`src/rtl/charge_sharing_lif_neuron_defines.svh`:
```
// Assertion macros used by the neuron sequencer.
`ifndef CHARGE_SHARING_LIF_NEURON_DEFINES_SVH
`define CHARGE_SHARING_LIF_NEURON_DEFINES_SVH

// Check that a condition implies another one in the same cycle.
`define CSLIF_ASSERT_SAME(lbl, ante, cons, msg) \
	lbl: assert property (@(posedge clk) disable iff (!arst_n) (ante) |-> (cons)) \
		else $error(msg);

// Check that a condition implies another one in the next cycle.
`define CSLIF_ASSERT_NEXT(lbl, ante, cons, msg) \
	lbl: assert property (@(posedge clk) disable iff (!arst_n) (ante) |=> (cons)) \
		else $error(msg);

`endif

```
`src/rtl/cslif_pkg.sv`:
```
// Shared types, widths and register codes of the charge-sharing neuron.
package cslif_pkg;

	localparam int NUM_SYNAPSES = 8;
	localparam int W_W          = 8;
	localparam int V_W          = 16;
	localparam int Q_W          = 16;
	localparam int CSTAT_W      = V_W + $clog2(NUM_SYNAPSES + 1);
	localparam int WSUM_W       = W_W + $clog2(NUM_SYNAPSES + 1);
	localparam int CTOT_W       = V_W + WSUM_W + 1;
	localparam int PV_W         = CSTAT_W + V_W;
	localparam int NUMLO_W      = PV_W + V_W;
	localparam int US_W         = 2 * V_W;
	localparam int CH_W         = US_W + WSUM_W;
	localparam int DVD_W        = CTOT_W + Q_W;
	localparam int CNT_W        = $clog2(Q_W);
	localparam int IDX_W        = 3;
	localparam int DATA_W       = 64;

	typedef enum logic [IDX_W-1:0] {
		REG_THRESHOLD  = 3'd0,
		REG_SUPPLY     = 3'd1,
		REG_REFRACTORY = 3'd2,
		REG_NEURON_CAP = 3'd3,
		REG_UNIT_CAP   = 3'd4,
		REG_PARA_CAP   = 3'd5,
		REG_DECAY      = 3'd6,
		REG_WEIGHTS    = 3'd7
	} reg_idx_t;

	typedef struct packed {
		logic [V_W-1:0]    thr;
		logic [V_W-1:0]    vdd;
		logic [V_W-1:0]    refr_ticks;
		logic [V_W-1:0]    ncap;
		logic [V_W-1:0]    ucap;
		logic [V_W-1:0]    pcap;
		logic [V_W-1:0]    decay;
		logic [DATA_W-1:0] weights;
	} cfg_t;

	typedef struct packed {
		logic load;
		logic mul1;
		logic mul2;
		logic sum;
		logic chk;
		logic div_step;
		logic finish;
	} cmd_t;

	typedef struct packed {
		logic refr_busy;
		logic ctot_zero;
	} stat_t;

endpackage

```
`src/rtl/cslif_cfg.sv`:
```
// Configuration register file of the neuron.
module cslif_cfg (
	input  logic                      clk,
	input  logic                      arst_n,
	input  logic                      cfg_valid,
	output logic                      cfg_ready,
	input  logic [cslif_pkg::IDX_W-1:0]  cfg_index,
	input  logic [cslif_pkg::DATA_W-1:0] cfg_data,
	output cslif_pkg::cfg_t           cfg
);
	import cslif_pkg::*;

	cfg_t cfg_q;

	// accept a word every cycle
	assign cfg_ready = 1'b1;
	assign cfg       = cfg_q;

	// write the addressed register
	always_ff @(posedge clk or negedge arst_n) begin
		if (!arst_n) begin
			cfg_q.thr        <= 16'd4096;
			cfg_q.vdd        <= 16'd4096;
			cfg_q.refr_ticks <= 16'd0;
			cfg_q.ncap       <= 16'd100;
			cfg_q.ucap       <= 16'd1;
			cfg_q.pcap       <= 16'd0;
			cfg_q.decay      <= 16'hFFFF;
			cfg_q.weights    <= '0;
		end else if (cfg_valid && cfg_ready) begin
			unique case (reg_idx_t'(cfg_index))
				REG_THRESHOLD:  cfg_q.thr        <= cfg_data[V_W-1:0];
				REG_SUPPLY:     cfg_q.vdd        <= cfg_data[V_W-1:0];
				REG_REFRACTORY: cfg_q.refr_ticks <= cfg_data[V_W-1:0];
				REG_NEURON_CAP: cfg_q.ncap       <= cfg_data[V_W-1:0];
				REG_UNIT_CAP:   cfg_q.ucap       <= cfg_data[V_W-1:0];
				REG_PARA_CAP:   cfg_q.pcap       <= cfg_data[V_W-1:0];
				REG_DECAY:      cfg_q.decay      <= cfg_data[V_W-1:0];
				REG_WEIGHTS:    cfg_q.weights    <= cfg_data;
				default:        cfg_q            <= cfg_q;
			endcase
		end
	end

endmodule

```
`config.mk`:
```
export PLATFORM = sky130hd
export DESIGN_NAME = cslif_cfg
export DESIGN_NICKNAME = d
export VERILOG_FILES = /design/src/rtl/charge_sharing_lif_neuron_defines.svh /design/src/rtl/cslif_pkg.sv /design/src/rtl/cslif_cfg.sv
export SDC_FILE = /design/constraint.sdc
export NUM_CORES = 1
export LEC_CHECK = 0
export BUFFER_PORTS_ARGS = -buffer_cell sky130_fd_sc_hd__buf_2
export CORE_ASPECT_RATIO = 0.75
export CORE_UTILIZATION = 50
export CTS_BUF_LIST = sky130_fd_sc_hd__clkbuf_4
export DETAILED_ROUTE_END_ITERATION = 12
export GPL_TIMING_DRIVEN = 0
export PLACE_DENSITY = 0.87
export RECOVER_POWER = 50
export SLEW_MARGIN = 10
export SYNTH_ARGS = -nofsm -noshare
export SYNTH_HDL_FRONTEND = slang
export SYNTH_SLANG_ARGS = --single-unit
```
`constraint.sdc`:
```
create_clock -name clk -period 1.2 [get_ports clk]
set_input_delay 0.18 -clock clk [delete_from_list [all_inputs] [get_ports clk]]
set_output_delay 0.18 -clock clk [all_outputs]
set_load 0.02 [all_outputs]
```
# == Word-level counts from Yosys, hierarchy flattened ==
# Index checks and enable logic that the tools add are counted.
# totals
reg_bits,176
inputBits,70
wordCells,24
# classes
eq_ne,7
n_reduce_logical,9
# ops
operator,count
AND reduction 2 bit,8
"== test 3 bit, second input constant",4
"== test 3 x 2 -> 1 bit, second input constant",2
"== test 3 x 1 -> 1 bit, second input constant",1
logical NOT 3 bit,1

# == Depth between registers and ports, before layout ==
# Gate-level depths: netlist (run 1).
# depth
word_depth,2
depth_mapped,5

# == Least setup slack after synthesis (run 1) ==
# Ideal clock, no wire load.
# synth_timing
path_kind,input to register
from,input cfg_index[0] (netlist bit)
to,register cfg_q (netlist bit cfg[166])
setup_ps,125
t_arrival_ps,1268
required_ps,1075
slack_ps,-193
path_stages,4
path_buffers,2
path_cell_list,buf_6 -> nor4b_4 -> buf_6 -> mux2_4
# synth_via
elab_chain_cells,2
# synth_rtl
item,line_no,rtl
"start, declared",cslif_cfg.sv:7,"input logic [cslif_pkg::IDX_W-1:0] cfg_index,"
logical NOT 3 bit,cslif_cfg.sv:31,unique case (reg_idx_t'(cfg_index))
AND reduction 2 bit (no source line),n/a,
"end signal, assigned",cslif_cfg.sv:40,default: cfg_q <= cfg_q;
"end, declared",cslif_cfg.sv:13,cfg_t cfg_q;
# Every way passes these cells.
# A chain may end at the register's enable or synchronous reset.

# == Worst setup path in the final report (run 1) ==
# layout_timing
from,register cfg_q (netlist bit cfg[172])
to,output cfg[172] (netlist bit)
# layout_rtl
item,line_no,rtl
"end, declared",cslif_cfg.sv:9,output cslif_pkg::cfg_t cfg
# No word-level cell between the ends.

==> flow_summary.ini, run 1 <==
[outcome]
status = finished with violations
violations = setup timing

[logic_synthesis]
synth.avg_cell_area_um2 = 17.6
synth_top_area_cell = dfrtp_1
synth_cells = 382
yosysUniqueCellTypes = 13
synth-seq-cells = 176
ys_warn_count = 0
yosysTopAreaCellShare_pct = 57.3
syn_nets = 452
synth_area_um2 = 6720
ys_top_cells_by_area = dfrtp_1, mux2_2, dfstp_2
ys_seq_area_share_pct = 65.9

[clock_tree]
cts_tree = yes
htree_levels = 4
cts_buffer_depth = 2
clkTransAtPathRegs_ns = 0.16
root_buffer = clkbuf_4
worstSkewPairLatency_ns = 0.57
cts_sinks = 176
cts_buffers = 17

[die]
core-area_um2 = 13100
die_area_um2 = 13900
start_util_pct = 51.5
num_io_pins = 247
rows = 36
fp.dieW_um = 136
dieHeight_um = 102

[critical_path]
worstPathRequired_ns = 1.02
arrival_ns = 1.28
crit_chain = buf_6
critPathMaxStageDelay_ns = 0.59
r2r-end = cfg[167]
reg2reg_slack_ns = 0.10
cpMaxStageDelayCell = dfstp_2
critPathMaxFanout = 2
critPathLaunchType = register
cp-end-kind = primary output
r2r_start = cfg[167]
crit_family = flip-flops
ff2ff_path_depth = 3
timing_worst_setup_path_type = register to primary output
crit_buf_inv = 1

[sta]
fmax_mhz = 684
finalMaxSlewViolations = 0
rsz0062_at_grt = yes
fin_ws_ns = -0.262
period_needed_ns = 1.46
worstMarginPinSlew_ns = 0.692
whs_ns = 0.0541
fin_crit_sh_pct = 122
skew_ns = 0
setup_viol = 176
slew_headroom_pct = 53.7
final-hold-violation-count = 0

[drt]
firstDrtPassIters = 4
drc = 0
wl_per_cell_um = 24.6
wirelength_um = 24100
drtIter0Drc = 209
antenna_left = 0
viasPerCell = 5.36
num_vias = 5246

[global_routing]
grt_pass1_vias = 5545
grt_pass1_wl_um = 32700
grt_max_degree = 96
grt_usage_pct = 32.7
overflow = 0
antenna_found_initial = 0

[min_path]
worstHoldStart = cfg_index[1]
min_to = cfg[161]
hold_class = primary input to register
hold_depth = 3

[placed_design]
place_area_um2 = 8330
place_ws_ns = -0.532
port_buffers = 241
gp_congestion = 0.757
hpwl_um = 11400
place_inst = 795

[power]
cellPowerDensity_nw_per_um2 = 1830
switching_share_pct = 34.7
p_leak_nw = 5.28
ir_worst_vdd_v = 0.00115
p_seq_share_pct = 42.2
intPower_mw = 13.2
p_switching_mw = 6.99
p_clk_share_pct = 17.3
power_frac_comb_pct = 40.5

[run]
max_cap_violations = 0

[layout]
antenna_cells = 0
utilization_pct = 84.4
area_delta_synth_final_pct = 64.0
largest_reg_flops = 176
fin_nets = 865
final_area_um2 = 11000
layout-drive-gt1-share_pct = 72.4
fillers = 537
final_cells = 979
==> worst reg2reg max path: stages (launching register included) <==
cell     delay (ns)
dfrtp_1        0.45
buf_4          0.16
buf_4          0.12
mux2_4         0.27
==> cell families (layout without fill, tap and decap cells) <==
family | Yosys count | in the layout | share of synthesized area [%]
AND/OR/NAND/NOR | 8 | 8 | 1.73
other | 1 | 1 | 0.0558
flip-flops | 176 | 176 | 65.9
multiplexers | 176 | 176 | 30.0
buffers and inverters | 21 | 447 | 2.23
==> metrics by stage <==
step	TNS (ns)	total power, mW
3_3_place_gp	-438.42	13.0
2_1_floorplan	-4.48	11.2
3_5_place_dp	-38.29	13.3
6_report	-22.96	20.2
4_1_cts	-27.48	19.1
5_1_grt	-32.62	20.8
==> cell type report <==
class | instances | area (µm²) | area share [%]
Timing Repair Buffer | 394 | 3650 | 33.1
Sequential cell | 176 | 4430 | 40.2
Clock inverter | 15 | 158 | 1.43
Clock buffer | 17 | 128 | 1.16
Tap cell | 171 | 214 | 1.94
Multi-Input combinational cell | 185 | 2250 | 20.4
Buffer | 21 | 193 | 1.75
==> synthesized netlist by cell type <==
cell type,n
conb_1,1
mux2_4,10
dfstp_2,22
buf_6,6
dfrtp_1,154
and4bb_2,2
buf_4,3
buf_2,12
nor4b_4,1
mux2_2,166
nor4bb_1,1
nand4_2,1
nand4b_2,3
==> cell usage in the layout (no fill, tap or decap) <==
master / n
inv_6: 4
and4bb_2: 2
dfrtp_1: 154
mux2_4: 39
bufinv_16: 2
dfstp_1: 2
mux2_2: 137
dlygate4sd3_1: 65
dfstp_2: 20
nor4b_4: 1
clkinv_2: 3
buf_6: 180
buf_4: 92
buf_16: 1
nand4_2: 1
clkinv_4: 2
buf_12: 1
clkinvlp_4: 4
buf_2: 71
nor4bb_1: 1
conb_1: 1
buf_8: 5
clkbuf_4: 17
nand4b_2: 3
==> repair_timing <==
item / in CTS / in global routing
hold buffers: 65 / 0
endpoints found under the hold margin: 257 / 0
resized for setup: 352 / 1
setup buffers: 41 / 46
endpoints found under the setup margin: 176 / 177
==> how the worst max path moves through the flow <==
stage            startpoint  endpoint  cells past startpoint
3_3_place_gp         arst_n   cfg[38]                      1
5_1_grt             cfg[64]   cfg[64]                      1
3_5_place_dp   cfg_index[1]  cfg[174]                      4
2_1_floorplan  cfg_index[1]  cfg[166]                      4
6_report           cfg[172]  cfg[172]                      1
4_1_cts             cfg[71]   cfg[71]                      1
==> metal layers <==
metal | part of all wire (%) | track usage [%]
met1 | 38 | 38.0
met2 | 51 | 55.8
met3 | 8.7 | 11.1
met4 | 3.0 | 13.7
met5 | 0 | 0
==> power groups by stage <==
stage | combinational, mW | clock, mW | sequential, mW
floorplan | 1.44 | 0 | 9.75
global placement | 4.98 | 0 | 8.02
detailed placement | 5.12 | 0 | 8.13
CTS | 7.29 | 3.44 | 8.32
global route | 8.48 | 3.74 | 8.60
finish | 8.17 | 3.49 | 8.51
(Power assumes the default switching activity.)
==> run 2: changes to the inputs <==
--- a/config.mk
+++ b/config.mk
@@ -7,6 +7,7 @@
 export LEC_CHECK = 0
 export BUFFER_PORTS_ARGS = -buffer_cell sky130_fd_sc_hd__buf_2
 export CORE_ASPECT_RATIO = 0.75
+export CORE_MARGIN = 2
 export CORE_UTILIZATION = 50
 export CTS_BUF_LIST = sky130_fd_sc_hd__clkbuf_4
 export DETAILED_ROUTE_END_ITERATION = 12
==> run 2 against run 1 <==
  * The run still ends with setup timing left
  * Fmax fell by 3.5%
  * Clock-buffer cell count rose by 1
  * Die area rose by 3.5%
  * Clock skew did not move
  * Setup slack got worse by 0.052 ns
  * Total power barely moved
  * Clock power rose by 3%
  * Utilization fell by 0.15 points
  * Sequential power barely moved
  * Sequential cell count did not move
  * Non-clock buffer count fell by 3
  * Final cell count did not move
  * Critical endpoint is now cfg[77]
  * Largest cell class unchanged
==> flow_summary.ini, run 2 (synthesis gave the netlist of run 1 again) <==
[outcome]
status = finished with violations
violations = setup timing

[layout]
fin_nets = 862
area_delta_synth_final_pct = 63.7
largest_reg_flops = 176
final_area_um2 = 11000
final_common_cell = buf_6
mostFrequentLayoutCells = buf_6, dfrtp_1, mux2_2, buf_4, buf_2
layout-drive-gt1-share_pct = 71.8

[die]
num_io_pins = 247
start_util_pct = 51.5
rows = 36
fp.dieW_um = 138
die_area_um2 = 14400
core-area_um2 = 13100
dieHeight_um = 104

[drt]
wirelength_um = 24000
firstDrtPassIters = 4
drc = 0
antenna_left = 0
drtIter0Drc = 267
viasPerCell = 5.38
num_vias = 5265
wl_per_cell_um = 24.5

[critical_path]
arrival_ns = 1.33
cp.depth = 1
timing_worst_setup_path_type = register to primary output
crit_family = flip-flops
ff2ff_path_depth = 3
crit_buf_inv = 1
crit_chain = buf_6
cpMaxStageDelayCell = dfstp_2
worstPathRequired_ns = 1.02
cp-end-kind = primary output
critPathMaxStageDelay_ns = 0.61
critPathLaunchType = register
critPathMaxFanout = 2

[global_routing]
grt_use_met3_pct = 11.4
grt_busiest_layer = met2
antenna_found_initial = 3
overflow = 0
grt_pass1_wl_um = 32800
grt_pass1_vias = 5538
use_met2_pct = 51.1
grt_max_degree = 98
grt_usage_pct = 31.3
grtUsageMet1_pct = 37.4

[sta]
whs_ns = 0.0235
finalMaxSlewViolations = 0
worstMarginPinSlew_ns = 1.06
rsz0062_at_grt = yes
setup_viol = 256
period_needed_ns = 1.51
final-hold-violation-count = 0
fin_ws_ns = -0.314
fin_crit_sh_pct = 126
fmax_mhz = 660
skew_ns = 0
slew_headroom_pct = 29.3

[placed_design]
place_area_um2 = 8330
hpwl_um = 11700
gp_congestion = 0.780
port_buffers = 241

[clock_tree]
root_buffer = clkbuf_4
cts_sinks = 176
cts_tree = yes
cts_buffers = 17
worstSkewPairLatency_ns = 0.59
htree_levels = 4
cts_buffer_depth = 2
clkTransAtPathRegs_ns = 0.17

[power]
cellPowerDensity_nw_per_um2 = 1830
p_leak_nw = 5.27
ir_worst_vdd_v = 0.00139

[run]
max_cap_violations = 0

[min_path]
hold_depth = 3
hold_class = primary input to register
[run 2: cell count changes in the layout (fill, tap and decap cells not counted), sizes merged]
cell and delta:
diode +3, buf -4, clkbuf +2, clkinvlp -1
[run 2: what timing repair did]
| item | 4_1_cts | 5_1_grt |
|---|---|---|
| buffers inserted | 48 | 36 |
| setup endpoints to repair | 176 | 176 |
| resized for setup | 352 | 0 |
| endpoints found under the hold margin | 251 | 0 |
| pin swaps | 0 | 0 |
| hold buffers | 65 | 0 |
[run 2: worst paths after layout]
path	slack, ns	end	from
max	-0.31	cfg[77]	cfg[77]
min	0.02	cfg[162]	cfg_index[1]
max reg2reg	0.11	cfg[81]	cfg[81]
min reg2reg	0.55	cfg[5]	cfg[5]
max in group asynchronous	-0.10	cfg[70]	arst_n
min in group asynchronous	0.27	cfg[107]	arst_n
[run 2: where the power goes]
part | total (mW) | internal, mW | switching [mW] | leakage (nW)
Clock | 3.59 | 1.30 | 2.29 | 0.153
Sequential | 8.53 | 7.34 | 1.19 | 2.08
Combinational | 8.07 | 4.54 | 3.53 | 3.04
[run 2: per-layer routing]
metal	vias to the layer above	share of wire, %
met4	0	3.1
met5	-	0
met2	326	50
li1	2178	-
met3	69	9.9
met1	2692	37
[run 2: layout make-up]
type	instances	area (µm²)
Clock buffer	18	135
Sequential cell	176	4430
Tap cell	171	214
Multi-Input combinational cell	185	2250
Buffer	21	191
Timing Repair Buffer	391	3620
Clock inverter	14	159
Antenna cell	3	7.51
Fill cell	540	2060
[run 2: metrics by stage]
stage | TNS (ns) | instances | power (mW) | utilization, % | worst slack (ns)
2_1_floorplan | -4.48 | 382 | 11.2 | - | -0.191
3_3_place_gp | -436.28 | 794 | 13.0 | 63.5 | -2.42
3_5_place_dp | -37.04 | 795 | 13.3 | 63.8 | -0.554
4_1_cts | -29.97 | 940 | 19.2 | 82.2 | -0.299
5_1_grt | -65.07 | 979 | 20.9 | 84.3 | -0.357
6_report | -30.94 | 979 | 20.2 | 84.3 | -0.314
