### config.mk
export PLATFORM = sky130hd
export DESIGN_NAME = cslif_dp
export DESIGN_NICKNAME = d
export VERILOG_FILES = /design/src/rtl/charge_sharing_lif_neuron_defines.svh /design/src/rtl/cslif_pkg.sv /design/src/rtl/cslif_dp.sv
export SDC_FILE = /design/constraint.sdc
export NUM_CORES = 2
export LEC_CHECK = 0
export BUFFER_PORTS_ARGS = -buffer_cell sky130_fd_sc_hd__buf_2
export CORE_UTILIZATION = 60
export CTS_CLUSTER_DIAMETER = 120
export DETAILED_ROUTE_END_ITERATION = 10
export HOLD_SLACK_MARGIN = 0.15
export PLACE_DENSITY = 0.8
export RECOVER_POWER = 100
export SYNTH_ARGS = -nofsm -noshare
export SYNTH_HDL_FRONTEND = slang
export SYNTH_SLANG_ARGS = --single-unit
### constraint.sdc
create_clock -name clk -period 6.75 [get_ports clk]
set_clock_uncertainty 0.15 [all_clocks]
set_input_delay 0.3375 -clock clk [delete_from_list [all_inputs] [get_ports clk]]
set_output_delay 0.3375 -clock clk [all_outputs]
set_load 0.005 [all_outputs]
### src/rtl/charge_sharing_lif_neuron_defines.svh
// Assertion macros used by the neuron sequencer.
`ifndef CHARGE_SHARING_LIF_NEURON_DEFINES_SVH
`define CHARGE_SHARING_LIF_NEURON_DEFINES_SVH

// Check that a condition implies another one in the same cycle.
`define CSLIF_ASSERT_SAME(lbl, ante, cons, msg) \
	lbl: assert property (@(posedge clk) disable iff (!arst_n) (ante) |-> (cons)) \
		else $error(msg);

// Check that a condition implies another one in the next cycle.
`define CSLIF_ASSERT_NEXT(lbl, ante, cons, msg) \
	lbl: assert property (@(posedge clk) disable iff (!arst_n) (ante) |=> (cons)) \
		else $error(msg);

`endif

### src/rtl/cslif_pkg.sv
// Shared types, widths and register codes of the charge-sharing neuron.
package cslif_pkg;

	localparam int NUM_SYNAPSES = 8;
	localparam int W_W          = 8;
	localparam int V_W          = 16;
	localparam int Q_W          = 16;
	localparam int CSTAT_W      = V_W + $clog2(NUM_SYNAPSES + 1);
	localparam int WSUM_W       = W_W + $clog2(NUM_SYNAPSES + 1);
	localparam int CTOT_W       = V_W + WSUM_W + 1;
	localparam int PV_W         = CSTAT_W + V_W;
	localparam int NUMLO_W      = PV_W + V_W;
	localparam int US_W         = 2 * V_W;
	localparam int CH_W         = US_W + WSUM_W;
	localparam int DVD_W        = CTOT_W + Q_W;
	localparam int CNT_W        = $clog2(Q_W);
	localparam int IDX_W        = 3;
	localparam int DATA_W       = 64;

	typedef enum logic [IDX_W-1:0] {
		REG_THRESHOLD  = 3'd0,
		REG_SUPPLY     = 3'd1,
		REG_REFRACTORY = 3'd2,
		REG_NEURON_CAP = 3'd3,
		REG_UNIT_CAP   = 3'd4,
		REG_PARA_CAP   = 3'd5,
		REG_DECAY      = 3'd6,
		REG_WEIGHTS    = 3'd7
	} reg_idx_t;

	typedef struct packed {
		logic [V_W-1:0]    thr;
		logic [V_W-1:0]    vdd;
		logic [V_W-1:0]    refr_ticks;
		logic [V_W-1:0]    ncap;
		logic [V_W-1:0]    ucap;
		logic [V_W-1:0]    pcap;
		logic [V_W-1:0]    decay;
		logic [DATA_W-1:0] weights;
	} cfg_t;

	typedef struct packed {
		logic load;
		logic mul1;
		logic mul2;
		logic sum;
		logic chk;
		logic div_step;
		logic finish;
	} cmd_t;

	typedef struct packed {
		logic refr_busy;
		logic ctot_zero;
	} stat_t;

endpackage

### src/rtl/cslif_dp.sv
// Datapath of the neuron: products, dividend, restoring divider and state.
module cslif_dp (
	input  logic                              clk,
	input  logic                              arst_n,
	input  cslif_pkg::cfg_t                   cfg,
	input  cslif_pkg::cmd_t                   cmd,
	output cslif_pkg::stat_t                  stat,
	input  logic [cslif_pkg::NUM_SYNAPSES-1:0] spike_mask,
	output logic                              fired,
	output logic [cslif_pkg::V_W-1:0]         membrane_voltage,
	output logic                              in_refractory,
	output logic                              zero_capacitance
);
	import cslif_pkg::*;

	// neuron state
	logic [V_W-1:0]     volt_q;
	logic [V_W-1:0]     left_q;
	// working registers
	logic               refr_q;
	logic [CSTAT_W-1:0] cstat_q;
	logic [WSUM_W-1:0]  wsum_q;
	logic [CTOT_W-1:0]  ctot_q;
	logic [PV_W-1:0]    pv_q;
	logic [US_W-1:0]    us_q;
	logic [NUMLO_W-1:0] numlo_q;
	logic [CH_W-1:0]    ch_q;
	logic [DVD_W-1:0]   dvd_q;
	logic               ovf_q;
	logic [CTOT_W-1:0]  rem_q;
	logic [Q_W-1:0]     dlo_q;
	logic [Q_W-1:0]     quo_q;
	// result word
	logic               fired_q;
	logic [V_W-1:0]     mv_q;
	logic               refo_q;
	logic               zcap_q;

	logic [WSUM_W-1:0]  wsum_c;
	logic [CTOT_W:0]    trial_c;
	logic [Q_W-1:0]     q_c;

	assign stat.refr_busy = (left_q != '0);
	assign stat.ctot_zero = (ctot_q == '0);

	// sum the weights of the active synapses
	always_comb begin
		wsum_c = '0;
		for (int i = 0; i < NUM_SYNAPSES; i++) begin
			if (spike_mask[i])
				wsum_c = wsum_c + WSUM_W'(cfg.weights[W_W*i +: W_W]);
		end
	end

	assign trial_c = {rem_q, dlo_q[Q_W-1]};
	assign q_c     = ovf_q ? {Q_W{1'b1}} : quo_q;

	// advance the arithmetic sequence
	always_ff @(posedge clk) begin
		if (cmd.load) begin
			refr_q  <= (left_q != '0);
			wsum_q  <= wsum_c;
			cstat_q <= CSTAT_W'(cfg.ncap) + CSTAT_W'(cfg.pcap) * CSTAT_W'(NUM_SYNAPSES);
		end
		if (cmd.mul1) begin
			ctot_q <= CTOT_W'(cstat_q) + CTOT_W'(cfg.ucap) * CTOT_W'(wsum_q);
			pv_q   <= PV_W'(cstat_q) * PV_W'(volt_q);
			us_q   <= US_W'(cfg.ucap) * US_W'(cfg.vdd);
		end
		if (cmd.mul2) begin
			numlo_q <= NUMLO_W'(pv_q) * NUMLO_W'(cfg.decay);
			ch_q    <= CH_W'(us_q) * CH_W'(wsum_q);
		end
		if (cmd.sum)
			dvd_q <= DVD_W'(ch_q) + DVD_W'(numlo_q[NUMLO_W-1:Q_W]);
		if (cmd.chk) begin
			ovf_q <= (dvd_q >= {ctot_q, {Q_W{1'b0}}});
			rem_q <= dvd_q[DVD_W-1 -: CTOT_W];
			dlo_q <= dvd_q[Q_W-1:0];
			quo_q <= '0;
		end
		if (cmd.div_step) begin
			dlo_q <= {dlo_q[Q_W-2:0], 1'b0};
			if (trial_c >= {1'b0, ctot_q}) begin
				rem_q <= CTOT_W'(trial_c - {1'b0, ctot_q});
				quo_q <= {quo_q[Q_W-2:0], 1'b1};
			end else begin
				rem_q <= trial_c[CTOT_W-1:0];
				quo_q <= {quo_q[Q_W-2:0], 1'b0};
			end
		end
	end

	// update the neuron state at the end of a tick
	always_ff @(posedge clk or negedge arst_n) begin
		if (!arst_n) begin
			volt_q <= '0;
			left_q <= '0;
		end else if (cmd.finish) begin
			if (refr_q) begin
				volt_q <= '0;
				left_q <= left_q - 1'b1;
			end else if (ctot_q == '0) begin
				volt_q <= volt_q;
			end else if (q_c >= cfg.thr) begin
				volt_q <= '0;
				left_q <= cfg.refr_ticks;
			end else begin
				volt_q <= q_c;
			end
		end
	end

	// load the result word
	always_ff @(posedge clk) begin
		if (cmd.finish) begin
			if (refr_q) begin
				{fired_q, mv_q, refo_q, zcap_q} <= {1'b0, {V_W{1'b0}}, 1'b1, 1'b0};
			end else if (ctot_q == '0) begin
				{fired_q, mv_q, refo_q, zcap_q} <= {1'b0, volt_q, 1'b0, 1'b1};
			end else if (q_c >= cfg.thr) begin
				{fired_q, mv_q, refo_q, zcap_q} <= {1'b1, {V_W{1'b0}}, 1'b0, 1'b0};
			end else begin
				{fired_q, mv_q, refo_q, zcap_q} <= {1'b0, q_c, 1'b0, 1'b0};
			end
		end
	end

	assign fired            = fired_q;
	assign membrane_voltage = mv_q;
	assign in_refractory    = refo_q;
	assign zero_capacitance = zcap_q;

endmodule

# Word level (Yosys, flattened, before mapping)
# Cells that the tools add are included.
totals:
  ff_bits: 384
  wordCells: 73
classes:
  magnitude_cmp: 3
  muxes: 26
  add_sub_neg: 12
  n_eq_ne: 1
  n_reduce_logical: 6
  multipliers: 5
op_table:
  columns: ["op", "n"]
  rows:
  - ["$mux 16", 11]
  - ["$mux 29", 3]
  - ["$add 12x8->12", 7]
  - ["$mux 12", 7]
  - ["$mul 36x16->52", 1]
  - ["$add 44x36->45", 1]
  - ["$ge 45x45->1", 1]
  - ["$mul 32x12->44", 1]
  - ["$mul 20x16->36", 1]
  - ["$mul 16x16->32", 1]
  - ["$ge 30x29->1", 1]
  - ["$add 20x28->29", 1]
  - ["$logic_not 29->1", 1]
  - ["$sub 29x29->29", 1]
  - ["$mul 16x12->28", 1]
  - ["$add 16x19->20", 1]
  - ["$ge 16x16->1", 1]
  - ["$reduce_bool 16->1", 1]
  - ["$sub 16x1->16 const B", 1]
  - ["$mux 8", 1]
  - ["$mux 1", 4]
  - ["$reduce_bool 2->1", 2]
  - ["$reduce_and 3->1", 1]
  - ["$ne 2x1->1 const B", 1]
  - ["$reduce_or 2->1", 1]

# Depth between registers and ports, before layout
depth:
  ltp_word: 15
  mapped_depth: 47
  ltp_nobuf: 46

# Worst setup path after synthesis
# Ideal clock, no wire load.
synth_path:
  path_kind: "input to register"
  startpoint: "in spike_mask[0] (netlist bit)"
  endpoint: "reg wsum_q[11], data pin"
  path_slack_ps: -1407
  required_ps: 6333
  cell_stages: 44
  setup_ps: 267
  t_arrival_ps: 7740
  cell_sequence: "buf_6 -> and2_1 -> ha_1 -> inv_1 -> fa_1 -> and2b_2 -> o21bai_2 -> nand2_1 -> xnor2_1 -> a21oi_1 -> ha_1 -> o21ai_0 -> nor2_1 -> nor3_1 -> a21oi_1 -> inv_1 -> ha_1 -> o21a_1 -> [8 not listed] -> ha_1 -> xnor2_1 -> mux2_2 -> ha_1 -> a21boi_0 -> nor3_1 -> o31a_1 -> xnor2_1 -> mux2_2 -> ha_1 -> and2_1 -> o21ai_0 -> o21ai_0 -> nand2b_1 -> nor2b_1 -> mux2i_1 -> a2111oi_0 -> o2bb2ai_1"
synth_via:
  elab_chain_len: 15
synth_lines:
  columns: ["item", "line", "source"]
  rows:
  - ["start: declaration", "cslif_dp.sv:8", "input logic [cslif_pkg::NUM_SYNAPSES-1:0] spike_mask,"]
  - ["$mux 8 *", "cslif_dp.sv:50", "if (spike_mask[i])"]
  - ["$add 12x8->12", "cslif_dp.sv:51", "wsum_c = wsum_c + WSUM_W'(cfg.weights[W_W*i +: W_W]);"]
  - ["$mux 12 *", "cslif_dp.sv:50", null]
  - ["$add 12x8->12", "cslif_dp.sv:51", null]
  - ["$mux 12 *", "cslif_dp.sv:50", null]
  - ["$add 12x8->12", "cslif_dp.sv:51", null]
  - ["$mux 12 *", "cslif_dp.sv:50", null]
  - ["$add 12x8->12", "cslif_dp.sv:51", null]
  - ["$mux 12 *", "cslif_dp.sv:50", null]
  - ["$add 12x8->12", "cslif_dp.sv:51", null]
  - ["$mux 12 *", "cslif_dp.sv:50", null]
  - ["$add 12x8->12", "cslif_dp.sv:51", null]
  - ["$mux 12 *", "cslif_dp.sv:50", null]
  - ["$add 12x8->12", "cslif_dp.sv:51", null]
  - ["$mux 12 *", "cslif_dp.sv:50", null]
  - ["net wsum_c[11]", "cslif_dp.sv:39", "logic [WSUM_W-1:0] wsum_c;"]
  - ["end signal: assignment", "cslif_dp.sv:62", "wsum_q <= wsum_c;"]
  - ["end: declaration", "cslif_dp.sv:22", "logic [WSUM_W-1:0] wsum_q;"]
# Mark *: on every way through the listed nets, which the timed path passes. The rest lies on a longest branch.
# A chain may end at the register's enable or synchronous reset.

# Worst setup path after layout
# Same ends and word-level chain as after synthesis.

==> summary.txt <==
Setup path
  • Critical register-to-register path startpoint: cstat_q[6]
  • Worst Setup End Kind: register
  • CP max stage cell: fa_2
  • Startpoint class of the critical path: input port
  • Critical-path maximum fanout: 3
  • Crit Path Class: in2reg
  • Crit-path most repeated cell: ha_4
  • RR Endpoint: pv_q[32]
  • Max incr delay on CP: 470 ps
  • WP data arrival: 7710 ps
  • CP startpoint: spike_mask[0]
  • R2R depth: 24
  • Critical Path RT: 7050 ps
  • Reg2Reg Setup Slack: -550 ps

Global route
  • Global-route wire length before repair: 317 mm
  • Total GRT Usage: 31.8%
  • Initial antenna violation count: 11
  • Total grt overflow: 0
  • Largest net degree at the start of global routing: 81
  • Vias in the first global route: 62500

Synthesis
  • Gate count of the mapped netlist: 7883
  • Commonest cells post-synth: inv_1, fa_1, nand2_1
  • Simple-gate share of the synthesized area: 15.2%
  • Synth unique cells: 93
  • Syn Nets: 10100
  • Mapped Area: 73900 um2
  • Post-synth top area share: 37.6%
  • Post-synthesis mux area share: 0.588%
  • Syn_area_per_cell: 9.37 um2
  • Largest area contributor in the netlist: fa_1
  • Top post-synthesis cells by area: fa_1, edfxtp_1, ha_1
  • Post-synth EDFFs: 335
  • Sequential area share after synthesis: 14.7%
  • Adder-Cell Fraction of Synth Area: 48.9%
  • Synth Flop Type: edfxtp_1
  • Synthesis Warnings: 0
  • Largest family of logic cells by synthesized area: adder cells
  • Asr flop ratio synth: 8.70%
  • Complex-gate fraction of the synthesized area: 8.19%
  • Xor/xnor share of the synthesized area: 3.08%
  • Count leader, synth: inv_1
  • FF+latch count, synth: 368

Timing
  • RSZ-0062 raised after global routing: yes
  • Slew @ Worst Pin: 4600 ps
  • Period utilization: 110%
  • Slew Limit Headroom: -207%
  • Final setup margin: -655 ps
  • Fin crit period: 7410 ps
  • Pins Over Slew Limit: 553
  • Hold Fails Final Rpt: 0
  • Final setup fails: 44
  • Max Fclk: 135 MHz

CTS
  • Clk_lat worst skew: 600 ps
  • H-tree depth: 2
  • CTS Buf Count: 43
  • Reg clk slew, reported paths: 60 ps
  • Clk buf depth: 3
  • Clk sinks: 368
  • CTS tree: done
  • CTS Root Cell: clkbuf_16

Worst hold path
  • HP Class: in2reg
  • Hold Path Sink: cstat_q[4]
  • Hold-critical path depth: 4
  • Worst hold start: cfg[81]

Place
  • Gp weighted congestion: 0.958
  • HPWL after detailed placement: 157 mm
  • Placed Cells: 9864
  • I/O Buffers: 213

Floorplanning
  • I/O Pins: 214
  • Die area: 125000 um2
  • Core area: 122000 um2
  • Die Ht: 353 um
  • Row count: 128
  • Die Span X: 353 um
  • Initial Util: 60.6%

Final layout
  • Fin cells: 10100
  • Share of cells above drive strength 1: 13.2%
  • Final Net Count: 10700
  • Area Growth Syn to Fin: 13.5%

Detailed routing
  • Drt pass-1 iters: 6
  • Wire per inst: 19.6 um
  • DR iter-0 viols: 4434
  • DR vias/cell: 5.76
  • Detail Route Antenna Nets: 0
  • DR DRC count: 0
  • Vias: 58100
  • Post-Route WL: 198 mm

Status
  • Status: complete, but fails checks
  • Failing checks: max-capacitance violations, max-slew violations, negative setup slack

Job
  • Max cap viols: 12
how the worst max path moves through the flow:
stage,end,slack (ps),cells after the start
after floorplan,wsum_q[11],-850,44
after global placement,wsum_q[11],-1220,44
after detailed placement,wsum_q[11],-1470,43
after CTS,wsum_q[11],-570,43
after global routing,wsum_q[11],-1010,45
final,wsum_q[11],-660,37
cells in the final DEF, fill, tap and decap left out, types with 33 or more instances in the layout:
cell type / instances
a21o_1: 147
dlygate4sd3_1: 59
a21oi_1: 259
nor2_1: 192
and2_1: 515
ha_1: 626
fa_1: 1369
xnor2_1: 175
o21ai_0: 127
ha_4: 33
nor2b_1: 36
nand2b_1: 45
nor3_1: 44
buf_12: 44
clkbuf_1: 44
clkbuf_16: 46
inv_1: 1456
nand3_1: 46
buf_2: 193
buf_4: 463
o21bai_1: 37
xor2_1: 72
buf_6: 37
nand2_1: 1338
o21a_1: 59
edfxtp_1: 335
logic make-up (layout without fill, tap and decap cells):
logic type,after synthesis,after routing
buf+inv,1825,2389
compound gates,917,917
xor+xnor,259,259
flops,368,368
other cells,0,9
simple gates,2420,2420
fa+ha+maj,2054,2054
mux,40,40
cell type report:
cell class	instances	area, um2
Clock buffer	51	1140
Tap cell	1625	2030
Sequential cell	368	10900
Inverter	1472	5530
Fill cell	8723	38000
Clock inverter	27	333
Multi-Input combinational cell	5690	57400
Antenna cell	9	22.5
Timing Repair Buffer	839	6540
metal layers:
layer	share of wire (%)	GRT usage [%]
met1	38	39.8
met5	0.017	0
met4	5.6	15.5
met3	8.2	5.05
met2	49	53.8
what timing repair did:
item / CTS / global route
cloned: 0 / 3
pin swaps: 34 / 118
setup buffers: 30 / 41
resized for setup: 67 / 228
setup endpoints to repair: 26 / 53
hold buffers: 59 / 0
endpoints found under the hold margin: 118 / 0
per-stage QoR:
step / TNS [ps] / area [um2] / utilization [%] / setup WS (ps) / hold WS, ps
after floorplan: -2110 / 74100 / - / -848 / -108
after global placement: -5950 / 80000 / 65.7 / -1220 / 298
after detailed placement: -9350 / 80000 / 65.7 / -1470 / 300
after CTS: -1140 / 82600 / 67.8 / -569 / 158
after global routing: -26440 / 83900 / 68.8 / -1010 / 221
final: -10840 / 83900 / 68.8 / -655 / 177
sequential cells by signal, indices dropped and copies added (netlist names), 12 cells and up:
name and flops:
dlo_q 16, cstat_q 20, pv_q 36, dvd_q 45, ctot_q 29, wsum_q 12
rem_q 29, ch_q 44, membrane_voltage 16, left_q 16, quo_q 16, volt_q 16
numlo_q 36, us_q 32
critical path: cells and delay by family:
kind,cells,cell delay (ps)
fa+ha+maj,8,2570
compound gates,10,1790
mux,6,1440
simple gates,7,880
buf+inv,4,480
xor+xnor,2,220
Power is left out: the tool's default activity adds up to more than one toggle a clock period on the data nets, which glitch-free logic cannot reach.
