**config.mk**
```make
export PLATFORM = sky130hd
export DESIGN_NAME = cslif_ctrl
export DESIGN_NICKNAME = d
export VERILOG_FILES = /design/src/rtl/cslif_pkg.sv /design/src/rtl/cslif_ctrl.sv
export VERILOG_INCLUDE_DIRS = /design/src /design/src/rtl
export SDC_FILE = /design/constraint.sdc
export NUM_CORES = 1
export LEC_CHECK = 0
export BUFFER_PORTS_ARGS = -buffer_cell sky130_fd_sc_hd__buf_2
export CORE_AREA = 4 4 41 43
export DETAILED_ROUTE_END_ITERATION = 16
export DIE_AREA = 0 0 45 47
export PLACE_DENSITY = 0.65
export SKIP_LAST_GASP = 1
export SYNTH_ARGS = -nofsm -noshare
export SYNTH_HDL_FRONTEND = slang
export SYNTH_SLANG_ARGS = --single-unit
```
**constraint.sdc**
```tcl
create_clock -name clk -period 1.2 [get_ports clk]
set_input_delay 0.12 -clock clk [delete_from_list [all_inputs] [get_ports clk]]
set_output_delay 0.12 -clock clk [all_outputs]
set_load 0.005 [all_outputs]
```
**src/rtl/charge_sharing_lif_neuron_defines.svh**
```systemverilog
// Assertion macros used by the neuron sequencer.
`ifndef CHARGE_SHARING_LIF_NEURON_DEFINES_SVH
`define CHARGE_SHARING_LIF_NEURON_DEFINES_SVH

// Check that a condition implies another one in the same cycle.
`define CSLIF_ASSERT_SAME(lbl, ante, cons, msg) \
	lbl: assert property (@(posedge clk) disable iff (!arst_n) (ante) |-> (cons)) \
		else $error(msg);

// Check that a condition implies another one in the next cycle.
`define CSLIF_ASSERT_NEXT(lbl, ante, cons, msg) \
	lbl: assert property (@(posedge clk) disable iff (!arst_n) (ante) |=> (cons)) \
		else $error(msg);

`endif

```
**src/rtl/cslif_pkg.sv**
```systemverilog
// Shared types, widths and register codes of the charge-sharing neuron.
package cslif_pkg;

	localparam int NUM_SYNAPSES = 8;
	localparam int W_W          = 8;
	localparam int V_W          = 16;
	localparam int Q_W          = 16;
	localparam int CSTAT_W      = V_W + $clog2(NUM_SYNAPSES + 1);
	localparam int WSUM_W       = W_W + $clog2(NUM_SYNAPSES + 1);
	localparam int CTOT_W       = V_W + WSUM_W + 1;
	localparam int PV_W         = CSTAT_W + V_W;
	localparam int NUMLO_W      = PV_W + V_W;
	localparam int US_W         = 2 * V_W;
	localparam int CH_W         = US_W + WSUM_W;
	localparam int DVD_W        = CTOT_W + Q_W;
	localparam int CNT_W        = $clog2(Q_W);
	localparam int IDX_W        = 3;
	localparam int DATA_W       = 64;

	typedef enum logic [IDX_W-1:0] {
		REG_THRESHOLD  = 3'd0,
		REG_SUPPLY     = 3'd1,
		REG_REFRACTORY = 3'd2,
		REG_NEURON_CAP = 3'd3,
		REG_UNIT_CAP   = 3'd4,
		REG_PARA_CAP   = 3'd5,
		REG_DECAY      = 3'd6,
		REG_WEIGHTS    = 3'd7
	} reg_idx_t;

	typedef struct packed {
		logic [V_W-1:0]    thr;
		logic [V_W-1:0]    vdd;
		logic [V_W-1:0]    refr_ticks;
		logic [V_W-1:0]    ncap;
		logic [V_W-1:0]    ucap;
		logic [V_W-1:0]    pcap;
		logic [V_W-1:0]    decay;
		logic [DATA_W-1:0] weights;
	} cfg_t;

	typedef struct packed {
		logic load;
		logic mul1;
		logic mul2;
		logic sum;
		logic chk;
		logic div_step;
		logic finish;
	} cmd_t;

	typedef struct packed {
		logic refr_busy;
		logic ctot_zero;
	} stat_t;

endpackage

```
**src/rtl/cslif_ctrl.sv**
```systemverilog
// Sequencer of the neuron: steps the datapath through one tick.
`include "charge_sharing_lif_neuron_defines.svh"

module cslif_ctrl (
	input  logic              clk,
	input  logic              arst_n,
	input  logic              in_valid,
	output logic              in_stall,
	output logic              out_valid,
	input  logic              out_stall,
	input  cslif_pkg::stat_t  stat,
	output cslif_pkg::cmd_t   cmd
);
	import cslif_pkg::*;

	typedef enum logic [2:0] {
		ST_IDLE,
		ST_MUL1,
		ST_MUL2,
		ST_SUM,
		ST_CHK,
		ST_DIV,
		ST_FIN
	} state_t;

	localparam logic [CNT_W-1:0] LAST_STEP = CNT_W'(Q_W - 1);

	state_t           state_q;
	logic [CNT_W-1:0] cnt_q;
	logic             out_valid_q;
	logic             can_load;

	assign in_stall  = (state_q != ST_IDLE);
	assign out_valid = out_valid_q;
	assign can_load  = !out_valid_q || !out_stall;

	// decode commands from the state
	assign cmd.load     = (state_q == ST_IDLE) && in_valid;
	assign cmd.mul1     = (state_q == ST_MUL1);
	assign cmd.mul2     = (state_q == ST_MUL2);
	assign cmd.sum      = (state_q == ST_SUM);
	assign cmd.chk      = (state_q == ST_CHK);
	assign cmd.div_step = (state_q == ST_DIV);
	assign cmd.finish   = (state_q == ST_FIN) && can_load;

	// hold state, step counter and result valid
	always_ff @(posedge clk or negedge arst_n) begin
		if (!arst_n) begin
			state_q     <= ST_IDLE;
			cnt_q       <= '0;
			out_valid_q <= 1'b0;
		end else begin
			if (cmd.finish)
				out_valid_q <= 1'b1;
			else if (out_valid_q && !out_stall)
				out_valid_q <= 1'b0;
			unique case (state_q)
				ST_IDLE: begin
					if (in_valid)
						state_q <= stat.refr_busy ? ST_FIN : ST_MUL1;
				end
				ST_MUL1: state_q <= ST_MUL2;
				ST_MUL2: state_q <= stat.ctot_zero ? ST_FIN : ST_SUM;
				ST_SUM:  state_q <= ST_CHK;
				ST_CHK: begin
					state_q <= ST_DIV;
					cnt_q   <= '0;
				end
				ST_DIV: begin
					cnt_q <= cnt_q + 1'b1;
					if (cnt_q == LAST_STEP)
						state_q <= ST_FIN;
				end
				ST_FIN: begin
					if (can_load)
						state_q <= ST_IDLE;
				end
				default: state_q <= ST_IDLE;
			endcase
		end
	end

	`CSLIF_ASSERT_SAME(a_cmd_onehot, 1'b1, $onehot0(cmd), "more than one datapath command")
	`CSLIF_ASSERT_SAME(a_no_overwrite, cmd.finish, !(out_valid_q && out_stall), "result overwritten")
	`CSLIF_ASSERT_NEXT(a_refr_skip, cmd.load && stat.refr_busy, state_q == ST_FIN, "refractory tick ran arithmetic")
	`CSLIF_ASSERT_NEXT(a_div_end, state_q == ST_DIV && cnt_q == LAST_STEP, state_q == ST_FIN, "divider overran")

endmodule

```
Word-level counts from Yosys, hierarchy flattened
Index checks and enable logic that the tools add are counted.
{ "word_totals": {"out_inout_bits": 9, "ff_bits": 8} }
{ "op_classes": {"n_eq_ne": 10, "mux": 9, "n_addsub": 1, "reduce_logical": 11} }
{ "op_table": {"columns": ["op", "n"], "rows": [
  ["3-bit one-hot mux with 7 select lines", 1],
  ["3-bit 2-to-1 mux", 5],
  ["3-bit == test (second input constant)", 3],
  ["4-bit one-hot mux with 2 select lines", 1],
  ["3-bit by 2-bit == test with 1-bit output (second input constant)", 2],
  ["4-bit by 1-bit adder with 4-bit output (second input constant)", 1],
  ["4-bit == test (second input constant)", 1],
  ["2-bit inequality test (second input constant)", 2],
  ["2-bit nonzero test", 2],
  ["3-bit by 1-bit == test with 1-bit output (second input constant)", 1],
  ["1-bit logical AND", 3],
  ["3-bit logical NOT", 1],
  ["3-bit AND reduction", 1],
  ["3-bit nonzero test", 1],
  ["1-bit logical NOT", 2],
  ["1-bit 2-to-1 mux", 2],
  ["2-bit by 1-bit inequality test with 1-bit output (second input constant)", 1],
  ["1-bit logical OR", 1]
]} }

Longest topological paths before layout
Gate-level depths: netlist of the first run.
{ "logic_depth": {"ltp_word": 4, "mapped_depth": 5} }

Worst setup path before layout of the first run
Ideal clock, no wire load.
{ "synth_path": {"path_type": "reg-to-reg", "start": "register state_q[2]", "end": "register cnt_q[3]", "stages_incl_launch_ff": 6, "setup_slack_ns": -0.045, "t_arrival_ns": 1.176, "setup_ns": 0.069, "period_less_slack_ns": 1.245, "required_time_ns": 1.131, "path_cell_list": "dfrtp_1 -> buf_6 -> nand2b_4 -> buf_6 -> or4b_1 -> nand3_1"} }
{ "synth_via": {"elab_chain_len": 2, "elab_cells_between_ends": 4, "classes_between": "2 x eq/ne; 1 x mux; 1 x reduce/logical"} }
{ "synth_lines": {"columns": ["element", "line", "text"], "rows": [
  ["from (decl)", "cslif_ctrl.sv:28", "state_t state_q;"],
  ["from (signal assigned)", "cslif_ctrl.sv:60", "state_q <= stat.refr_busy ? ST_FIN : ST_MUL1;"],
  ["from (signal assigned)", "cslif_ctrl.sv:63", "ST_MUL2: state_q <= stat.ctot_zero ? ST_FIN : ST_SUM;"],
  ["3-bit == test", "cslif_ctrl.sv:57", "unique case (state_q)"],
  ["4-bit one-hot mux with 2 select lines or 2-bit nonzero test (tied branches)", null, null],
  ["to (signal assigned)", "cslif_ctrl.sv:70", "cnt_q <= cnt_q + 1'b1;"],
  ["to (decl)", "cslif_ctrl.sv:29", "logic [CNT_W-1:0] cnt_q;"]
]} }
Parallel ways exist; a longest one is shown, timed or not.
A chain may end at the register's enable or synchronous reset.

==> results by group, run 1 <==
Outcome
  • Status: finished, violations left
  • Failing checks: setup timing

Worst setup path
  • Max stage delay on crit path: 430 ps
  • Worst EP arrival: 1200 ps
  • Buf+Inv Stages, Crit Path: 2
  • Worst-path fanout max: 5
  • Crit path cell chain: buf_6 -> nor4b_2 -> buf_2
  • CP Capture Type: output pin
  • Crit path kind: register to output pin
  • Worst path slowest cell: dfrtp_2
  • Crit path max-delay family: flip-flops
  • Critical Path RT: 1080 ps
  • Startpoint Class: register

Floorplan
  • Die Ht: 47 µm
  • Site Rows: 13
  • IO Pins: 15
  • Starting Density: 39.7%
  • Die width: 45 µm
  • Die area: 0.00212 mm²
  • Core area: 0.00130 mm²

Placed design
  • Post-DP Area: 621 µm²
  • Pre-CTS worst setup slack: 30.5 ps
  • Final HPWL DP: 793 µm
  • RePlAce Congestion: 0.810
  • Port Buffers: 14

Global route
  • Pin count of the biggest net entering global routing: 9
  • Grt ovf: 0
  • Initial antenna violation count: 0
  • First-pass GRT wire length: 2190 µm
  • GRT Total Usage: 14.8%
  • Vias in the first global route: 501

Finish
  • Area Overhead vs Synth: 49.6%
  • Nets@finish: 96
  • Commonest non-fill, non-tap cell in the layout: buf_2
  • Layout cells sized above 1: 49.4%
  • Most frequent cells in the layout: buf_2, buf_4, nand2_1
  • Ant. Diodes: 0
  • Final Instance Area: 773 µm²

Synthesis
  • Mapped Area: 517 µm²
  • Yosys cell types: 24
  • Compound-Gate Fraction of Synth Area: 12.3%
  • XOR/XNOR Fraction of Synth Area: 0%
  • Main combinational cell family by area after synthesis: simple AND/OR/NAND/NOR gates
  • Mapped Cells: 58
  • Adder-Cell Fraction of Synth Area: 2.42%
  • Mux cell area share after synthesis: 0%
  • Seq cells post-synth: 8
  • Warning count from the yosys run: 0
  • Avg Cell Area, Syn: 8.91 µm²
  • Synth Net Count: 65
  • Simple-Gate Fraction of Synth Area: 38.5%
  • Sequential area share after synthesis: 38.7%

Drt
  • TritonRoute pass-1 iters: 4
  • DRT antenna net count: 0
  • WL/cell: 12.7 µm
  • Routed wire length: 1290 µm
  • Vias: 518
  • Residual DRC count: 0
  • DRT iter0 DRCs: 10
  • Avg Vias per Cell: 5.08

Pwr
  • Power Dens Cells: 2410 mW/mm²
  • Max VDD drop: 1130 µV
  • Leakage: 0.380 nW

Timing
  • Worst slew pin tran: 225 ps
  • Pins Over Slew Limit: 0
  • Unrepaired setup endpoints after global routing: yes
  • Minimum clock period: 1320 ps
  • Layout Skew: 0.309 ps
  • Worst-case headroom to the max-slew limit: 84.9%
  • Max Clock Freq: 759 MHz
  • Final Cycle Share: 110%
  • Final setup vio count: 8
  • PnR worst setup slack: -117 ps
  • Endpoints failing hold: 0

CTS
  • Clock Pin Slew Worst Setup and Hold Paths: 50 ps
  • Clk root buf: clkbuf_4
  • Number of H-tree levels: 1
  • Total clock buffers created by CTS: 3
  • Clock sink count: 8
  • Clock Latency Late Sink: 250 ps
  • TritonCTS clock tree: yes
  • Clk buf depth: 2

Flow run
  • Max-Cap Viols: 0

Worst hold path
  • Min-delay worst type: input pin to register
==> worst paths after layout <==
check                           startpoint         end  slack, ps  cells past startpoint
min in group asynchronous           arst_n    cnt_q[1]        240                      2
worst min register to register    cnt_q[0]    cnt_q[0]        520                      1
worst max register to register  state_q[2]  state_q[0]          0                      5
worst max-delay path            state_q[2]      cmd[6]       -120                      3
max in group asynchronous           arst_n  state_q[2]        790                      2
worst min-delay path             out_stall   out_valid        110                      3
==> layout make-up <==
cell class / instances / area (µm²)
clock buffers: 3 / 22.5
fillers: 112 / 528
inverters: 1 / 3.75
multi-input cells: 45 / 313
flip-flops and latches: 8 / 204
well taps: 15 / 18.8
repair buffers: 30 / 211
==> kinds of logic (layout without fill, tap and decap cells) <==
logic type	after synthesis	after routing
and+or+nand+nor	33	33
AOI/OAI and AO/OA	11	11
DFF	8	8
buffers and inverters	5	34
adders and majority gates	1	1
==> sequential cells by signal, indices dropped and copies added, names as in the netlist <==
signal and count:
cnt_q 4, state_q 3, out_valid 1
==> where the power goes <==
group / internal (mW) / switching [mW] / total, mW / leakage (nW)
Clock: 0.114 / 0.0861 / 0.200 / 0.0138
Combinational: 0.685 / 0.462 / 1.15 / 0.266
Sequential: 0.379 / 0.141 / 0.519 / 0.101
==> what timing repair did <==
action | in CTS | in global routing
gates resized for setup | 11 | 4
hold buffers | 1 | 0
pin swaps | 1 | 1
setup endpoints to repair | 8 | 12
buffers inserted | 8 | 0
hold endpoints to repair | 8 | 0
==> synth_stat cells <==
cell	n	area share, %
dfrtp_1	8	39
nand4bb_1	1	2.2
buf_6	3	6.5
a31oi_1	3	3.6
o21ai_0	5	4.8
nand3_1	3	2.9
nand2b_1	2	2.4
nor2_1	4	2.9
or3_2	1	1.5
ha_1	1	2.4
nor3b_1	1	1.5
nand4_1	2	2.4
nor2b_1	3	3.6
inv_1	1	0.73
a22o_2	1	1.9
nand2_1	8	5.8
and2_1	2	2.4
a21oi_1	2	1.9
clkbuf_1	1	0.73
nor4b_1	1	1.7
nand2b_4	1	2.7
and2b_2	1	1.7
or4b_1	1	1.9
nand3b_1	2	2.9
==> worst reg2reg max path, delay by kind of cell, from the launching register on <==
family	cells	cell delay (ps)
AOI/OAI and AO/OA	1	160
buffers and inverters	2	320
and+or+nand+nor	2	260
DFF	1	400
==> metrics by stage <==
stage	utilization (%)	hold WS [ps]	instances	TNS [ps]	power [mW]
after floorplan	-	-176	58	0	1.03
after global placement	47.7	-26.2	90	0	1.29
after detailed placement	47.7	-28.8	90	0	1.29
after CTS	57.7	100	102	-708	1.80
after global routing	59.4	130	102	-1510	2.04
final	59.4	109	102	-682	1.87
==> metal layers <==
layer	vias to the layer above	GRT usage (%)	routed length, µm
met5	-	0	0
met4	0	0	0
met3	0	7.28	85
met1	242	17.6	535
li1	263	-	-
met2	13	25.7	670
(Power assumes the default switching activity.)
==> run 2: changes to the inputs <==
--- a/config.mk
+++ b/config.mk
@@ -6,11 +6,14 @@
 export SDC_FILE = /design/constraint.sdc
 export NUM_CORES = 1
 export LEC_CHECK = 0
+export ABC_AREA = 0
 export BUFFER_PORTS_ARGS = -buffer_cell sky130_fd_sc_hd__buf_2
-export CORE_AREA = 4 4 41 43
+export CELL_PAD_IN_SITES_DETAIL_PLACEMENT = 1
+export CELL_PAD_IN_SITES_GLOBAL_PLACEMENT = 1
+export CORE_MARGIN = 4
+export CORE_UTILIZATION = 32
 export DETAILED_ROUTE_END_ITERATION = 16
-export DIE_AREA = 0 0 45 47
-export PLACE_DENSITY = 0.65
+export PLACE_DENSITY_LB_ADDON = 0.1
 export SKIP_LAST_GASP = 1
 export SYNTH_ARGS = -nofsm -noshare
 export SYNTH_HDL_FRONTEND = slang
==> run 2 against run 1 <==
Net effect: the run still ends with setup timing left; sequential power increased by 6.2%; register-to-register slack got worse by 110 ps; largest power group unchanged; combinational power increased by 16%; global-route usage increased by 0.94 points; highest routed layer unchanged; first-iteration DRC count decreased by 40%; sequential share of layout area decreased by 2.0 points.
==> results by group, run 2 (synthesis results as in run 1) <==
Finish
  • Layout cells sized above 1: 57.0% (was 49.4%)
  • Area Overhead vs Synth: 62.0% (was 49.6%)
  • Largest Register: cnt_q (unchanged)
  • Ant. Diodes: 0 (unchanged)
  • Largest register FFs: 4 (unchanged)
  • Most frequent cells in the layout: buf_2, buf_6, nand2_1, buf_4, dfrtp_1 (was buf_2, buf_4, nand2_1)
  • Commonest non-fill, non-tap cell in the layout: buf_2 (unchanged)
  • Final Instance Area: 837 µm² (was 773 µm²)
  • Nets@finish: 95 (was 96)
  • # fillers: 182 (was 112)

Worst setup path
  • Worst path slowest cell: dfrtp_2 (unchanged)
  • Levels on crit path: 5 (was 3)
  • Worst EP arrival: 1230 ps (was 1200 ps)
  • R2r endpoint: cnt_q[3] (was state_q[0])
  • R2R depth: 4 (was 5)
  • Max stage delay on crit path: 460 ps (was 430 ps)
  • Buf+Inv Stages, Crit Path: 4 (was 2)
  • CP Capture Type: output pin (unchanged)
  • CP Capture Point: cmd[1] (was cmd[6])
  • Worst-path fanout max: 5 (unchanged)
  • Crit path max-delay family: flip-flops (unchanged)
  • Critical Path RT: 1080 ps (about the same)
  • Most used cell, CP: buf_6
  • Crit path kind: register to output pin (unchanged)
  • R2R setup slack: -110 ps (was 0 ps)
  • Critical Path Source: state_q[2] (unchanged)
  • Worst r2r src: state_q[0] (was state_q[2])
  • Crit path cell chain: buf_6 -> nand3b_1 -> buf_4 -> inv_2 -> buf_6 (was buf_6 -> nor4b_2 -> buf_2)
  • Startpoint Class: register (unchanged)

Floorplan
  • Site Rows: 14 (was 13)
  • Die area: 0.00232 mm² (was 0.00212 mm²)
  • Core area: 0.00152 mm² (was 0.00130 mm²)
  • Die width: 48.2 µm (was 45 µm)
  • Starting Density: 33.9% (was 39.7%)
  • Die Ht: 48.2 µm (was 47 µm)
  • IO Pins: 15 (unchanged)

Timing
  • Endpoints failing hold: 0 (unchanged)
  • Final Cycle Share: 112% (was 110%)
  • PnR worst setup slack: -148 ps (was -117 ps)
  • Worst-case headroom to the max-slew limit: 85.3% (was 84.9%)
  • Minimum clock period: 1350 ps (was 1320 ps)
  • Max Clock Freq: 742 MHz (was 759 MHz)
  • Layout Skew: 3.64 ps (was 0.309 ps)
  • Pins Over Slew Limit: 0 (unchanged)
  • Final setup vio count: 12 (was 8)
  • Worst slew pin tran: 219 ps (was 225 ps)
  • Unrepaired setup endpoints after global routing: yes (unchanged)
  • Fin Setup TNS: -1170 ps (was -682 ps)

Global route
  • Grt ovf: 0 (unchanged)
  • GR Util met2: 28.1% (was 25.7%)
  • First-pass GRT wire length: 2460 µm (was 2190 µm)
  • Pin count of the biggest net entering global routing: 10 (was 9)
  • Met1 usage: 17.8% (was 17.6%)
  • Initial antenna violation count: 0 (unchanged)
  • Met3 GRT Util: 5.54% (was 7.28%)
  • GRT Total Usage: 15.7% (was 14.8%)
  • Vias in the first global route: 551 (was 501)
  • Most used routing layer: met2 (unchanged)

CTS
  • Clock Latency Late Sink: 250 ps (about the same)
  • Clock Pin Slew Worst Setup and Hold Paths: 60 ps (was 50 ps)
  • Total clock buffers created by CTS: 3 (unchanged)
  • Clk buf depth: 2 (unchanged)
  • TritonCTS clock tree: yes (unchanged)
  • Clock sink count: 8 (unchanged)
  • Clk root buf: clkbuf_4 (unchanged)
  • Number of H-tree levels: 1 (unchanged)

Outcome
  • Status: finished, violations left (unchanged)
  • Failing checks: setup timing (unchanged)

Pwr
  • Max VDD drop: 994 µV (was 1130 µV)
  • Leakage: 0.392 nW (was 0.380 nW)
  • Power Dens Cells: 2500 mW/mm² (was 2410 mW/mm²)

Drt
  • Routed wire length: 1640 µm (was 1290 µm)
  • WL/cell: 16.0 µm (was 12.7 µm)
  • Vias: 531 (was 518)
  • Residual DRC count: 0 (unchanged)
  • TritonRoute pass-1 iters: 4 (unchanged)
  • DRT antenna net count: 0 (unchanged)
  • DRT iter0 DRCs: 6 (was 10)
  • Avg Vias per Cell: 5.21 (was 5.08)

Flow run
  • Max-Cap Viols: 0 (unchanged)

Placed design
  • RePlAce Congestion: 0.681 (was 0.810)
  • Pre-CTS worst setup slack: -11.6 ps (was 30.5 ps)
  • Post-DP Area: 622 µm² (was 621 µm²)
  • Final HPWL DP: 971 µm (was 793 µm)
  • Port Buffers: 14 (unchanged)

Worst hold path
  • Min-delay worst type: input pin to register (unchanged)
## run 2: changes by cell type in the layout (fill, tap and decap cells not counted), sizes merged
cell  change
buf       -1
## run 2: stage by stage
step | utilization [%] | total power [mW] | hold slack, ps | std cells
2_1_floorplan | - | 1.03 | -176 | 58
3_3_place_gp | 40.8 | 1.30 | -25.0 | 91
3_5_place_dp | 40.8 | 1.31 | -30.1 | 91
4_1_cts | 48.3 | 1.79 | 106 | 101
5_1_grt | 54.9 | 2.27 | 113 | 102
6_report | 54.9 | 2.09 | 118 | 102
## run 2: metal layers
layer / up-vias / share of wire (%)
li1: 260 / -
met4: 0 / 0
met1: 259 / 41
met3: 0 / 4.9
met2: 12 / 54
met5: - / 0
## run 2: repair_timing
action	4_1_cts	5_1_grt
endpoints found under the hold margin	8	0
setup endpoints to repair	8	12
gates resized for setup	14	20
pin swaps	2	4
setup buffers	6	1
gates cloned	0	0
hold buffers	1	0
## run 2: worst min path at each step
stage,slack (ps),end,cells after the start,start
final,120,out_valid,3,out_stall
after global routing,110,out_valid,3,out_stall
after CTS,110,out_valid,3,out_stall
after detailed placement,-30,out_valid,1,arst_n
after global placement,-20,out_valid,1,arst_n
after floorplan,-180,cnt_q[0],0,arst_n
## run 2: worst register-to-register path, stage by stage, from the launching register on
cell     delay, ps
dfrtp_2        480
buf_6          150
buf_4          110
or4b_1         430
nand3_1         90
## run 2: where the power goes
group,total [mW],switching [mW],internal (mW)
Clock,0.209,0.0946,0.115
Sequential,0.551,0.172,0.378
Combinational,1.33,0.555,0.778
## run 2: area by class of cell
class	count	area, µm²	share of cell area [%]
well taps	16	20.0	2.39
repair buffers	29	230	27.5
multi-input cells	45	357	42.6
flip-flops and latches	8	204	24.4
clock buffers	3	22.5	2.69
inverters	1	3.75	0.448
